===== src/lrpf_pkg.sv =====
`timescale 1ns / 1ps
// ----------------------------------------------------------------------------
// lrpf_pkg: shared types for the log record page framer
// Word layouts for both channels, the internal command word and its codes.
// ----------------------------------------------------------------------------
package lrpf_pkg;

	localparam int HEADER_BYTES = 6;
	localparam int ADDR_W       = 12;
	localparam int QUEUE_DEPTH  = 4;
	localparam int STEP_W       = 3;

	typedef enum logic [1:0] {
		KIND_WRITE = 2'd0,
		KIND_PAD   = 2'd1,
		KIND_DROP  = 2'd2
	} write_kind_t;

	typedef enum logic [1:0] {
		CMD_HEADER = 2'd0,
		CMD_BYTE   = 2'd1,
		CMD_DROP   = 2'd2
	} cmd_kind_t;

	typedef struct packed {
		logic        func;
		logic [7:0]  record_type;
		logic [4:0]  hours;
		logic [5:0]  minutes;
		logic [5:0]  seconds;
		logic [15:0] millis;
		logic [7:0]  payload_count;
		logic [7:0]  payload_byte;
	} in_item_t;

	typedef struct packed {
		write_kind_t         write_kind;
		logic [ADDR_W-1:0]   write_address;
		logic [7:0]          write_data;
		logic                run_last;
	} out_item_t;

	// One classified input word: a header to expand or a single result.
	typedef struct packed {
		cmd_kind_t           kind;
		logic                pad;
		logic [ADDR_W-1:0]   pad_addr;
		logic [ADDR_W-1:0]   base;
		logic [7:0]          data;
		logic [4:0]          hours;
		logic [5:0]          minutes;
		logic [5:0]          seconds;
		logic [15:0]         millis;
	} cmd_t;

endpackage


===== src/lrpf_front.sv =====
`timescale 1ns / 1ps
// ----------------------------------------------------------------------------
// lrpf_front: input classifier
// Tracks fill pointer and expected payload, turns each word into a command.
// ----------------------------------------------------------------------------
module lrpf_front import lrpf_pkg::*; #(
	parameter int PAGE_BYTES = 4096
) (
	input  logic       clk,
	input  logic       arst_n,
	input  logic       item_valid,
	input  in_item_t   item,
	input  logic       full,
	output logic       item_stall,
	output logic       push,
	output cmd_t       cmd
);

	localparam int FP_W = $clog2(PAGE_BYTES + 1);

	logic [FP_W-1:0]        fill_q;
	logic [7:0]             left_q;
	logic [FP_W-1:0]        fill_next;
	logic [7:0]             left_next;
	logic [FP_W:0]          need;
	logic                   pad;
	logic [FP_W-1:0]        base;
	logic                   accept;

	assign item_stall = full;
	assign accept     = item_valid && !full;
	assign push       = accept;

	assign need      = {1'b0, fill_q} + (FP_W+1)'(HEADER_BYTES)
	                   + {{(FP_W-7){1'b0}}, item.payload_count};
	assign pad       = need > (FP_W+1)'(PAGE_BYTES);
	assign base      = pad ? '0 : fill_q;

	always_comb begin
		cmd         = '0;
		fill_next   = fill_q;
		left_next   = left_q;
		cmd.hours   = item.hours;
		cmd.minutes = item.minutes;
		cmd.seconds = item.seconds;
		cmd.millis  = item.millis;
		if (!item.func) begin
			cmd.kind     = CMD_HEADER;
			cmd.pad      = pad;
			cmd.pad_addr = ADDR_W'(fill_q);
			cmd.base     = ADDR_W'(base);
			cmd.data     = item.record_type;
			fill_next    = base + FP_W'(HEADER_BYTES);
			left_next    = item.payload_count;
		end else if (left_q != 8'd0 && fill_q < FP_W'(PAGE_BYTES)) begin
			cmd.kind  = CMD_BYTE;
			cmd.base  = ADDR_W'(fill_q);
			cmd.data  = item.payload_byte;
			fill_next = fill_q + 1'b1;
			left_next = left_q - 8'd1;
		end else begin
			cmd.kind = CMD_DROP;
		end
	end

	always_ff @(posedge clk or negedge arst_n) begin
		if (!arst_n) begin
			fill_q <= '0;
			left_q <= '0;
		end else if (accept) begin
			fill_q <= fill_next;
			left_q <= left_next;
		end
	end

endmodule


===== src/lrpf_queue.sv =====
`timescale 1ns / 1ps
// ----------------------------------------------------------------------------
// lrpf_queue: command queue
// Small circular buffer between the classifier and the result sequencer.
// ----------------------------------------------------------------------------
module lrpf_queue import lrpf_pkg::*; (
	input  logic       clk,
	input  logic       arst_n,
	input  logic       push,
	input  cmd_t       wr_cmd,
	input  logic       pop,
	output logic       full,
	output logic       head_valid,
	output cmd_t       head
);

	localparam int PTR_W = $clog2(QUEUE_DEPTH);

	cmd_t             mem [QUEUE_DEPTH];
	logic [PTR_W-1:0] wr_ptr_q;
	logic [PTR_W-1:0] rd_ptr_q;
	logic [PTR_W:0]   count_q;

	assign full       = count_q == (PTR_W+1)'(QUEUE_DEPTH);
	assign head_valid = count_q != '0;
	assign head       = mem[rd_ptr_q];

	always_ff @(posedge clk) begin
		if (push) begin
			mem[wr_ptr_q] <= wr_cmd;
		end
	end

	always_ff @(posedge clk or negedge arst_n) begin
		if (!arst_n) begin
			wr_ptr_q <= '0;
			rd_ptr_q <= '0;
			count_q  <= '0;
		end else begin
			if (push) begin
				wr_ptr_q <= wr_ptr_q + 1'b1;
			end
			if (pop) begin
				rd_ptr_q <= rd_ptr_q + 1'b1;
			end
			case ({push, pop})
				2'b10:   count_q <= count_q + 1'b1;
				2'b01:   count_q <= count_q - 1'b1;
				default: count_q <= count_q;
			endcase
		end
	end

endmodule


===== src/lrpf_back.sv =====
`timescale 1ns / 1ps
// ----------------------------------------------------------------------------
// lrpf_back: result sequencer
// Expands the head command into results, one per cycle while the result side does not stall, into the output word.
// ----------------------------------------------------------------------------
module lrpf_back import lrpf_pkg::*; (
	input  logic      clk,
	input  logic      arst_n,
	input  logic      head_valid,
	input  cmd_t      head,
	output logic      pop,
	input  logic      result_stall,
	output logic      result_valid,
	output out_item_t result
);

	logic [STEP_W-1:0] step_q;
	logic [STEP_W-1:0] idx;
	logic [STEP_W-1:0] byte_idx;
	logic              load;
	logic              last;
	out_item_t         res;
	out_item_t         result_q;
	logic              result_valid_q;

	assign load         = head_valid && (!result_valid_q || !result_stall);
	assign pop          = load && last;
	assign result       = result_q;
	assign result_valid = result_valid_q;

	// Header sequence index: 0 is the pad, 1..6 the header bytes.
	assign idx      = step_q + {{(STEP_W-1){1'b0}}, ~head.pad};
	assign byte_idx = idx - 1'b1;

	always_comb begin
		res      = '0;
		last     = 1'b1;
		unique case (head.kind)
			CMD_HEADER: begin
				last = idx == STEP_W'(HEADER_BYTES);
				res.run_last = last;
				if (idx == '0) begin
					res.write_kind    = KIND_PAD;
					res.write_address = head.pad_addr;
				end else begin
					res.write_kind    = KIND_WRITE;
					res.write_address = head.base + {{(ADDR_W-STEP_W){1'b0}}, byte_idx};
					case (byte_idx)
						3'd0:    res.write_data = head.data;
						3'd1:    res.write_data = {3'b0, head.hours};
						3'd2:    res.write_data = {2'b0, head.minutes};
						3'd3:    res.write_data = {2'b0, head.seconds};
						3'd4:    res.write_data = head.millis[7:0];
						default: res.write_data = head.millis[15:8];
					endcase
				end
			end
			CMD_BYTE: begin
				res.write_kind    = KIND_WRITE;
				res.write_address = head.base;
				res.write_data    = head.data;
				res.run_last      = 1'b1;
			end
			default: begin
				res.write_kind = KIND_DROP;
				res.run_last   = 1'b1;
			end
		endcase
	end

	always_ff @(posedge clk) begin
		if (load) begin
			result_q <= res;
		end
	end

	always_ff @(posedge clk or negedge arst_n) begin
		if (!arst_n) begin
			step_q         <= '0;
			result_valid_q <= 1'b0;
		end else begin
			if (!result_valid_q || !result_stall) begin
				result_valid_q <= head_valid;
			end
			if (load) begin
				step_q <= last ? '0 : step_q + 1'b1;
			end
		end
	end

endmodule


===== src/log_record_page_framer_top.sv =====
`timescale 1ns / 1ps
// ----------------------------------------------------------------------------
// log_record_page_framer_top: log record page framer
// Packs timestamped log records into byte writes for one flash page buffer.
// ----------------------------------------------------------------------------
// A header word (func 0) yields six byte writes (type, hours, minutes,
// seconds, millis low, millis high), preceded by one pad-and-flush command
// when the header plus its announced payload would not fit in what is left
// of the PAGE_BYTES page; the fill pointer then restarts at 0. Each payload
// word (func 1) yields one byte write, or a drop result if the header did
// not announce it. run_last marks the last result of each input word.
// Rate: the result sequencer emits one result per cycle while the result side
// does not stall, so a payload word yields one result and a header six or
// seven; with a free result side, payload words stream at one per cycle. A
// four-entry command queue sits between the classifier and the sequencer, so
// input words keep flowing while a header is being expanded or the result
// side stalls; item_stall rises only when that queue is full. A word passes
// the queue, then the result register. No clearing pass after reset.
// ----------------------------------------------------------------------------
module log_record_page_framer_top import lrpf_pkg::*; #(
	parameter int PAGE_BYTES = 4096
) (
	input  logic      clk,
	input  logic      arst_n,
	input  logic      item_valid,
	output logic      item_stall,
	input  in_item_t  item,
	output logic      result_valid,
	input  logic      result_stall,
	output out_item_t result
);

	logic       push;
	cmd_t       cmd;
	cmd_t       head;
	logic       full;
	logic       head_valid;
	logic       pop;

	// Classify the word and advance the fill pointer at accept.
	lrpf_front #(
		.PAGE_BYTES(PAGE_BYTES)
	) u_front (
		.clk       (clk),
		.arst_n    (arst_n),
		.item_valid(item_valid),
		.item      (item),
		.full      (full),
		.item_stall(item_stall),
		.push      (push),
		.cmd       (cmd)
	);

	// Hold commands while the sequencer works or the output stalls.
	lrpf_queue u_queue (
		.clk       (clk),
		.arst_n    (arst_n),
		.push      (push),
		.wr_cmd    (cmd),
		.pop       (pop),
		.full      (full),
		.head_valid(head_valid),
		.head      (head)
	);

	// Expand the head command into result words.
	lrpf_back u_back (
		.clk         (clk),
		.arst_n      (arst_n),
		.head_valid  (head_valid),
		.head        (head),
		.pop         (pop),
		.result_stall(result_stall),
		.result_valid(result_valid),
		.result      (result)
	);

endmodule


===== config.mk =====
export PLATFORM = sky130hd
export DESIGN_NAME = log_record_page_framer_top
export DESIGN_NICKNAME = d
export VERILOG_FILES = /design/src/lrpf_pkg.sv /design/src/lrpf_front.sv /design/src/lrpf_queue.sv /design/src/lrpf_back.sv /design/src/log_record_page_framer_top.sv
export SDC_FILE = /design/constraint.sdc
export NUM_CORES = 1
export LEC_CHECK = 0
export BUFFER_PORTS_ARGS = -buffer_cell sky130_fd_sc_hd__buf_2
export CELL_PAD_IN_SITES_DETAIL_PLACEMENT = 1
export CELL_PAD_IN_SITES_GLOBAL_PLACEMENT = 2
export CORE_AREA = 8 8 213 215
export DETAILED_ROUTE_END_ITERATION = 10
export DIE_AREA = 0 0 221 223
export PLACE_DENSITY = 0.6
export SETUP_SLACK_MARGIN = 0.3
export SLEW_MARGIN = 0
export SYNTH_ARGS = -nofsm -noshare
export SYNTH_HDL_FRONTEND = slang
export SYNTH_SLANG_ARGS = --single-unit

===== constraint.sdc =====
create_clock -name clk -period 14.3 [get_ports clk]
set_clock_uncertainty 0.15 [all_clocks]
set_input_delay 2.86 -clock clk [delete_from_list [all_inputs] [get_ports clk]]
set_output_delay 2.86 -clock clk [all_outputs]
set_load 0.01 [all_outputs]

== Yosys cells after proc, flatten, opt, wreduce, memory -nomap -nowiden ==
Memory sizes are Yosys's and may differ from the RTL's.
Index checks and enable logic that the tools add are counted.

* Flip-flop bits (word level): 55
* Memory bits (writable): 272
* Logic and storage cells: 73
* Memories: 1

{| class="wikitable"
|+ Memories
! memory !! depth !! width !! read ports !! clocked after Yosys merged registers in !! write ports !! line !! source
|-
| u_queue.mem || 4 || 68 || 1 || 0 || 1 || lrpf_queue.sv:19 || <nowiki>cmd_t mem [QUEUE_DEPTH];</nowiki>
|}

* Add/sub/neg operators: 13
* Magnitude comparators: 2
* Equal/unequal tests: 10
* Mux-type cells: 20
* Bitwise operators: 1
* Reduce and logical (&&, ||, !) cells: 15

{| class="wikitable"
|+ Operators with widths
! operator !! number
|-
| $mux 13 || 5
|-
| $mux 20 || 2
|-
| $pmux 20 s2 || 1
|-
| $pmux 8 s5 || 1
|-
| $mux 8 || 3
|-
| $add 13x3->14 const B || 1
|-
| $add 14x8->14 || 1
|-
| $gt 14x13->1 const B || 1
|-
| $add 13x1->13 const B || 1
|-
| $add 13x3->13 const B || 1
|-
| $lt 13x13->1 const B || 1
|-
| $add 12x3->12 || 1
|-
| $eq 3x3->1 const B || 3
|-
| $reduce_bool 8->1 || 1
|-
| $sub 8x1->8 const B || 1
|-
| $add 3x1->3 const B || 2
|-
| $eq 3x2->1 const B || 2
|-
| $logic_not 3->1 || 2
|-
| $pmux 3 s2 || 1
|-
| $sub 3x1->3 const B || 2
|-
| $add 2x1->2 const B || 2
|-
| $eq 2x1->1 const B || 2
|-
| $logic_and 1x1->1 || 4
|-
| $mux 2 || 2
|-
| 14 further kinds || 18
|}

== Longest topological paths before layout ==
An unclocked memory read counts as a cell.

* Word-level depth: 8
* Gate-level depth with buffers: 21
* Mapped depth without buffers: 17

== By module ==
Synthesis repeated with hierarchy kept, for this count alone.

* Cells, all modules: 949
* Area total of the unflattened synthesis: 14879.3 µm²

{| class="wikitable"
|+ By module, submodules not included
! module !! times used !! cells an instance !! area each (µm²)
|-
| lrpf_queue || 1 || 392 || 10289.9
|-
| lrpf_front || 1 || 365 || 2713.9
|-
| lrpf_back || 1 || 192 || 1875.5
|}

== Least setup slack after synthesis ==
No wires, ideal clock.

* Path type: input -> register
* Start: input item[9] (netlist bit)
* End: register u_front.fill_q[5]
* Library setup time: 65 ps
* Arrival: 6124 ps
* Path slack: 7961 ps
* Stages on the path: 16
* Path buffers: 1
* Cell sequence: inv_1 > ha_1 > inv_1 > ha_1 > fa_1 > nand3_1 > nand4_1 > a211o_1 > a221oi_2 > a211oi_4 > buf_6 > nand2b_1 > ha_1 > or4_1 > a211o_1 > nand2_1

* Word-level cells in the longest chain between the ends: 5

{| class="wikitable"
|+ RTL lines
! item !! line !! source
|-
| start, declared || log_record_page_framer_top.sv:27 || <nowiki>input in_item_t item,</nowiki>
|-
| $add 14x8->14 || lrpf_front.sv:35 || <nowiki>+ {{(FP_W-7){1'b0}}, item.payload_count};</nowiki>
|-
| $gt 14x13->1 || lrpf_front.sv:36 || <nowiki>assign pad = need > (FP_W+1)'(PAGE_BYTES);</nowiki>
|-
| $mux 13 || lrpf_front.sv:37 || <nowiki>assign base = pad ? '0 : fill_q;</nowiki>
|-
| $add 13x3->13 || lrpf_front.sv:53 || <nowiki>fill_next = base + FP_W'(HEADER_BYTES);</nowiki>
|-
| $mux 13 || lrpf_front.sv:47 || <nowiki>if (!item.func) begin</nowiki>
|-
| end signal, assigned || lrpf_front.sv:71 || <nowiki>fill_q <= fill_next;</nowiki>
|-
| end, declared || lrpf_front.sv:21 || <nowiki>logic [FP_W-1:0] fill_q;</nowiki>
|}

No other way between the ends.
A chain may end at the register's enable or synchronous reset.

== Final worst setup path ==
* Start: input item[9] (netlist bit)
* End: register u_front.fill_q[11]

Same word-level chain as after synthesis.

==> flow_summary.html <==
<table>
<tr><th>Metric</th><th>Value</th></tr>
<tr><th colspan="2">Setup path</th></tr>
<tr><td>Arrival time at the worst endpoint</td><td>6.44 ns</td></tr>
<tr><td>R2R cell count</td><td>15</td></tr>
<tr><td>Crit start category</td><td>input pin</td></tr>
<tr><td>Highest fanout seen on the critical path</td><td>15</td></tr>
<tr><td>WP data required</td><td>14.63 ns</td></tr>
<tr><td>RR Startpoint</td><td>u_queue.rd_ptr_q[0]$_DFFE_PN0P_</td></tr>
<tr><td>Worst r2r dst</td><td>u_back.result[20]$_DFFE_PP_</td></tr>
<tr><td>CP Capture Type</td><td>flip-flop</td></tr>
<tr><td>Slack of the worst reg-to-reg path</td><td>9.28 ns</td></tr>
<tr><td>Worst Path Class, Setup</td><td>in2reg</td></tr>
<tr><th colspan="2">Die</th></tr>
<tr><td>Std-Cell Core Area</td><td>42300 sq um</td></tr>
<tr><td>Site Rows</td><td>76</td></tr>
<tr><td>Die Wd</td><td>221 um</td></tr>
<tr><td>Die Area</td><td>49300 sq um</td></tr>
<tr><td>Boundary Pins</td><td>87</td></tr>
<tr><td>Effective utilization at floorplan</td><td>0.343</td></tr>
<tr><td>Die Y</td><td>223 um</td></tr>
<tr><th colspan="2">Synth</th></tr>
<tr><td>Synth area leader</td><td>sky130_fd_sc_hd__edfxtp_1</td></tr>
<tr><td>Number of flip-flops and latches in the synthesized netlist</td><td>327</td></tr>
<tr><td>Post-synth top area share</td><td>0.610</td></tr>
<tr><td>Net count of the mapped netlist</td><td>1009</td></tr>
<tr><td>Total of warnings raised by yosys</td><td>0</td></tr>
<tr><td>Seq/Total Area, Yosys</td><td>0.665</td></tr>
<tr><td>Synthesized instance count</td><td>907</td></tr>
<tr><td>Number of synthesized flops with an enable pin</td><td>295</td></tr>
<tr><td>Commonest register cell after synthesis</td><td>sky130_fd_sc_hd__edfxtp_1</td></tr>
<tr><td>Count of cell types in the netlist</td><td>67</td></tr>
<tr><td>Fraction of synthesis flops using an asynchronous set or reset pin</td><td>0.0979</td></tr>
<tr><td>Most area-consuming cells after synthesis</td><td>sky130_fd_sc_hd__edfxtp_1 (61%), sky130_fd_sc_hd__mux4_2 (10%), sky130_fd_sc_hd__dfrtp_1 (5.5%), sky130_fd_sc_hd__ha_1 (3.2%), sky130_fd_sc_hd__nand2_1 (1.3%)</td></tr>
<tr><td>Synthesized cell area</td><td>14500 sq um</td></tr>
<tr><td>Average cell area after synthesis</td><td>16.0 sq um</td></tr>
<tr><th colspan="2">Clocking</th></tr>
<tr><td>CTS clk-pin slew, worst paths</td><td>0.06 ns</td></tr>
<tr><td>Number of buffers between clock root and the deepest sink</td><td>3</td></tr>
<tr><td>Clock tree from TritonCTS</td><td>yes</td></tr>
<tr><td>CTS Hold Bufs</td><td>0</td></tr>
<tr><td>Master cell of the clock root buffer</td><td>sky130_fd_sc_hd__clkbuf_16</td></tr>
<tr><td>CTS resizes</td><td>0</td></tr>
<tr><td>TritonCTS buffer count</td><td>38</td></tr>
<tr><td># Post-CTS Setup Buffers</td><td>0</td></tr>
<tr><td>H-Tree Depth</td><td>2</td></tr>
<tr><td>Clock tree sinks</td><td>327</td></tr>
<tr><td>Clk_lat worst skew</td><td>0.55 ns</td></tr>
<tr><th colspan="2">Global routing</th></tr>
<tr><td>Number of global-route vias before repair</td><td>8832</td></tr>
<tr><td>Wire length of the first global-routing pass</td><td>55500 um</td></tr>
<tr><td>Largest net degree at the start of global routing</td><td>61</td></tr>
<tr><td>All-Layer GR Usage</td><td>0.146</td></tr>
<tr><td>Number of antenna violations at the first check in global routing</td><td>0</td></tr>
<tr><td>Sum of overflow across all layers after global routing</td><td>0</td></tr>
<tr><th colspan="2">STA</th></tr>
<tr><td>Hold_ws</td><td>0.353 ns</td></tr>
<tr><td>Actual transition at the worst max-transition pin</td><td>1.03 ns</td></tr>
<tr><td>Max transition margin</td><td>0.311</td></tr>
<tr><td>Final number of max-transition violations</td><td>0</td></tr>
<tr><td>Final critical-path required period</td><td>6.11 ns</td></tr>
<tr><td>Timing-limited maximum frequency</td><td>164 MHz</td></tr>
<tr><td>Count of final setup violators</td><td>0</td></tr>
<tr><td>Post-route clock period utilization</td><td>0.427</td></tr>
<tr><td>Final hold violation count</td><td>0</td></tr>
<tr><td>Aggregate negative setup slack</td><td>0 ns</td></tr>
<tr><td>RSZ-0062 raised after global routing</td><td>no</td></tr>
<tr><th colspan="2">Final layout</th></tr>
<tr><td>Multi-input logic area</td><td>4520 sq um</td></tr>
<tr><td>Layout cells sized above 1</td><td>0.244</td></tr>
<tr><td>Antenna cells</td><td>0</td></tr>
<tr><td>Register Area</td><td>9670 sq um</td></tr>
<tr><td>Finished Core Util</td><td>0.395</td></tr>
<tr><td>Nets</td><td>1095</td></tr>
<tr><td>Layout filler cell count</td><td>4244</td></tr>
<tr><td>Area growth from synthesis to layout</td><td>15.0%</td></tr>
<tr><td>Layout Cells excl Fill</td><td>1566</td></tr>
<tr><th colspan="2">Route</th></tr>
<tr><td>Number of violations reported at the end of detailed-routing iteration 0</td><td>583</td></tr>
<tr><td>Final wirelength</td><td>35700 um</td></tr>
<tr><td>Via total after detailed routing</td><td>8185</td></tr>
<tr><td>Number of iterations in the first detailed-routing pass</td><td>4</td></tr>
<tr><td>Total length of routed met3 wires</td><td>1250 um</td></tr>
<tr><td>Routed metal-1 wirelength</td><td>16800 um</td></tr>
<tr><td>Average wire per standard cell</td><td>22.8 um</td></tr>
<tr><td>Routed vias/inst</td><td>5.23</td></tr>
<tr><td>Highest metal layer with signal wires</td><td>met4</td></tr>
<tr><td>Post-route DRC</td><td>0</td></tr>
<tr><td>Residual antenna-violating net count after detailed routing</td><td>0</td></tr>
<tr><td>Sum of met2 wire segment lengths after detailed routing</td><td>16900 um</td></tr>
<tr><th colspan="2">Worst hold path</th></tr>
<tr><td>Startpoint of the most critical hold path</td><td>u_back.result_valid$_DFFE_PN0N_</td></tr>
<tr><td>Worst min path class</td><td>reg2reg</td></tr>
<tr><td>Worst hold path cell count</td><td>2</td></tr>
<tr><td>Min-Delay Endpoint</td><td>u_back.result_valid$_DFFE_PN0N_</td></tr>
<tr><th colspan="2">Placement</th></tr>
<tr><td>Number of port buffers</td><td>86</td></tr>
<tr><td>Number of placed instances with taps included</td><td>1499</td></tr>
<tr><td>Final Wtd Congestion</td><td>0.739</td></tr>
<tr><td>Detailed-placement wirelength estimate</td><td>22900 um</td></tr>
<tr><th colspan="2">Power and ir drop</th></tr>
<tr><td>Highest ir drop seen on vdd</td><td>116 uV</td></tr>
<tr><td>Pwr per Cell Area</td><td>245 nW/um^2</td></tr>
<tr><td>Total leakage power</td><td>5.91 nW</td></tr>
<tr><th colspan="2">Status</th></tr>
<tr><td>Outcome</td><td>finished, final reports clean</td></tr>
<tr><th colspan="2">Job</th></tr>
<tr><td>Number of maximum-capacitance violations</td><td>0</td></tr>
</table>
==> power breakdown <==
group / switching, mW / internal (mW) / total, mW
Sequential: 0.176 / 1.37 / 1.55
Combinational: 0.947 / 0.647 / 1.59
Clock: 0.383 / 0.559 / 0.943
Total: 1.51 / 2.58 / 4.08
==> critical path, stage by stage <==
cell and delay, ns:
sky130_fd_sc_hd__buf_2 0.08, sky130_fd_sc_hd__inv_1 0.05, sky130_fd_sc_hd__ha_1 0.27, sky130_fd_sc_hd__inv_1 0.04, sky130_fd_sc_hd__ha_1 0.22, sky130_fd_sc_hd__fa_1 0.44
sky130_fd_sc_hd__nor3_1 0.20, sky130_fd_sc_hd__o211a_1 0.19, sky130_fd_sc_hd__o2111ai_1 0.10, sky130_fd_sc_hd__nor4_1 0.40, sky130_fd_sc_hd__a211oi_4 0.25, sky130_fd_sc_hd__nand2b_1 0.21
sky130_fd_sc_hd__ha_1 0.29, sky130_fd_sc_hd__nor3_1 0.35, sky130_fd_sc_hd__nand3_1 0.15, sky130_fd_sc_hd__nor3_1 0.17, sky130_fd_sc_hd__a21oi_1 0.06, sky130_fd_sc_hd__o21ai_1 0.12
==> how the worst max path moves through the flow <==
stage / startpoint / endpoint / cells past startpoint
2_1_floorplan: item[9] / u_front.fill_q[5]$_DFFE_PN0P_ / 16
3_3_place_gp: item[9] / u_front.fill_q[11]$_DFFE_PN0P_ / 18
3_5_place_dp: item[9] / u_front.fill_q[11]$_DFFE_PN0P_ / 18
4_1_cts: item[9] / u_front.fill_q[11]$_DFFE_PN0P_ / 18
5_1_grt: item[9] / u_front.fill_q[11]$_DFFE_PN0P_ / 18
6_report: item[9] / u_front.fill_q[11]$_DFFE_PN0P_ / 18
==> synth_stat cells, types with 3 or more instances <==
master / number
sky130_fd_sc_hd__ha_1: 37
sky130_fd_sc_hd__nor3_1: 19
sky130_fd_sc_hd__a31oi_1: 12
sky130_fd_sc_hd__clkbuf_1: 27
sky130_fd_sc_hd__o22ai_1: 5
sky130_fd_sc_hd__buf_2: 10
sky130_fd_sc_hd__nor4_1: 6
sky130_fd_sc_hd__fa_1: 3
sky130_fd_sc_hd__nor2_1: 42
sky130_fd_sc_hd__or3_1: 3
sky130_fd_sc_hd__nand2b_1: 6
sky130_fd_sc_hd__inv_1: 26
sky130_fd_sc_hd__mux2i_1: 5
sky130_fd_sc_hd__o21ai_0: 29
sky130_fd_sc_hd__and3_1: 4
sky130_fd_sc_hd__and2_1: 22
sky130_fd_sc_hd__dfrtp_1: 32
sky130_fd_sc_hd__buf_4: 7
sky130_fd_sc_hd__o21ai_1: 9
sky130_fd_sc_hd__a22o_1: 19
sky130_fd_sc_hd__buf_1: 3
sky130_fd_sc_hd__o211a_1: 3
sky130_fd_sc_hd__a21o_1: 11
sky130_fd_sc_hd__a211o_1: 6
sky130_fd_sc_hd__mux4_2: 67
sky130_fd_sc_hd__a21oi_1: 29
sky130_fd_sc_hd__nand3_1: 17
sky130_fd_sc_hd__nand2_1: 50
sky130_fd_sc_hd__nand4_1: 5
sky130_fd_sc_hd__o31ai_1: 5
sky130_fd_sc_hd__xor2_1: 7
sky130_fd_sc_hd__buf_6: 4
sky130_fd_sc_hd__nor2b_1: 12
sky130_fd_sc_hd__a22oi_1: 16
sky130_fd_sc_hd__edfxtp_1: 295
sky130_fd_sc_hd__mux2_2: 9
sky130_fd_sc_hd__xnor2_1: 7
==> sequential cells by signal (all words and copies together) (netlist names) <==
name                 count
u_front.fill_q          13
u_back.result           23
u_back.step_q            3
u_queue.mem            272
u_queue.wr_ptr_q         2
u_queue.rd_ptr_q         2
u_queue.count_q          3
u_front.left_q           8
u_back.result_valid      1
==> placed cells by master, fill, tap and decap left out, types with 6 or more instances in the layout <==
cell type                   synthesis  final
sky130_fd_sc_hd__edfxtp_1         295    295
sky130_fd_sc_hd__a211o_1            6      6
sky130_fd_sc_hd__o21ai_1            9      9
sky130_fd_sc_hd__nand2_1           50     50
sky130_fd_sc_hd__xor2_1             7      7
sky130_fd_sc_hd__nor2b_1           12     12
sky130_fd_sc_hd__dfrtp_1           32     30
sky130_fd_sc_hd__nor3_1            19     19
sky130_fd_sc_hd__o21ai_0           29     29
sky130_fd_sc_hd__clkinv_1           0      8
sky130_fd_sc_hd__nand3_1           17     17
sky130_fd_sc_hd__a22o_1            19     19
sky130_fd_sc_hd__inv_1             26     26
sky130_fd_sc_hd__buf_2             10     86
sky130_fd_sc_hd__mux4_2            67     67
sky130_fd_sc_hd__a21oi_1           29     29
sky130_fd_sc_hd__clkbuf_16          0     39
sky130_fd_sc_hd__nor2_1            42     42
sky130_fd_sc_hd__ha_1              37     37
sky130_fd_sc_hd__nor4_1             6      6
sky130_fd_sc_hd__nand2b_1           6      6
sky130_fd_sc_hd__and2_1            22     18
sky130_fd_sc_hd__a31oi_1           12     12
sky130_fd_sc_hd__clkinv_2           0      6
sky130_fd_sc_hd__a21o_1            11     11
sky130_fd_sc_hd__xnor2_1            7      6
sky130_fd_sc_hd__a22oi_1           16     16
sky130_fd_sc_hd__buf_4              7     11
sky130_fd_sc_hd__mux2_2             9      9
==> cells by family after synthesis <==
logic type | Yosys count | share of synthesized area
multiplexers | 81 | 0.114
adder cells (fa/ha/maj) | 40 | 0.0360
XOR/XNOR | 14 | 0.00844
buffers and inverters | 77 | 0.0246
flip-flops | 327 | 0.665
AND/OR/NAND/NOR | 198 | 0.0689
AO/OA/AOI/OAI | 170 | 0.0824
==> layer usage <==
| layer | global-route usage | vias up |
|---|---|---|
| met5 | 0 | - |
| met4 | 0.0394 | 0 |
| met3 | 0.0265 | 45 |
| met2 | 0.237 | 130 |
| met1 | 0.199 | 4253 |
| li1 | - | 3757 |
==> per-stage QoR <==
stage / area [sq um] / setup WS [ns] / power [mW]
3_3_place_gp: 15500 / 7.62 / 3.19
4_1_cts: 16700 / 8.18 / 4.16
3_5_place_dp: 15500 / 7.61 / 3.20
5_1_grt: 16700 / 7.82 / 4.36
2_1_floorplan: 14500 / 7.96 / 2.68
6_report: 16700 / 8.19 / 4.08
==> area by class of cell <==
cell class / instances / share of cell area
Clock buffer: 45 / 0.0604
Inverter: 26 / 0.00584
Multi-Input combinational cell: 503 / 0.271
Tap cell: 546 / 0.0409
Timing Repair Buffer: 97 / 0.0307
Sequential cell: 327 / 0.579
Clock inverter: 22 / 0.0124
Note: power is estimated with default switching activity, not from simulation.
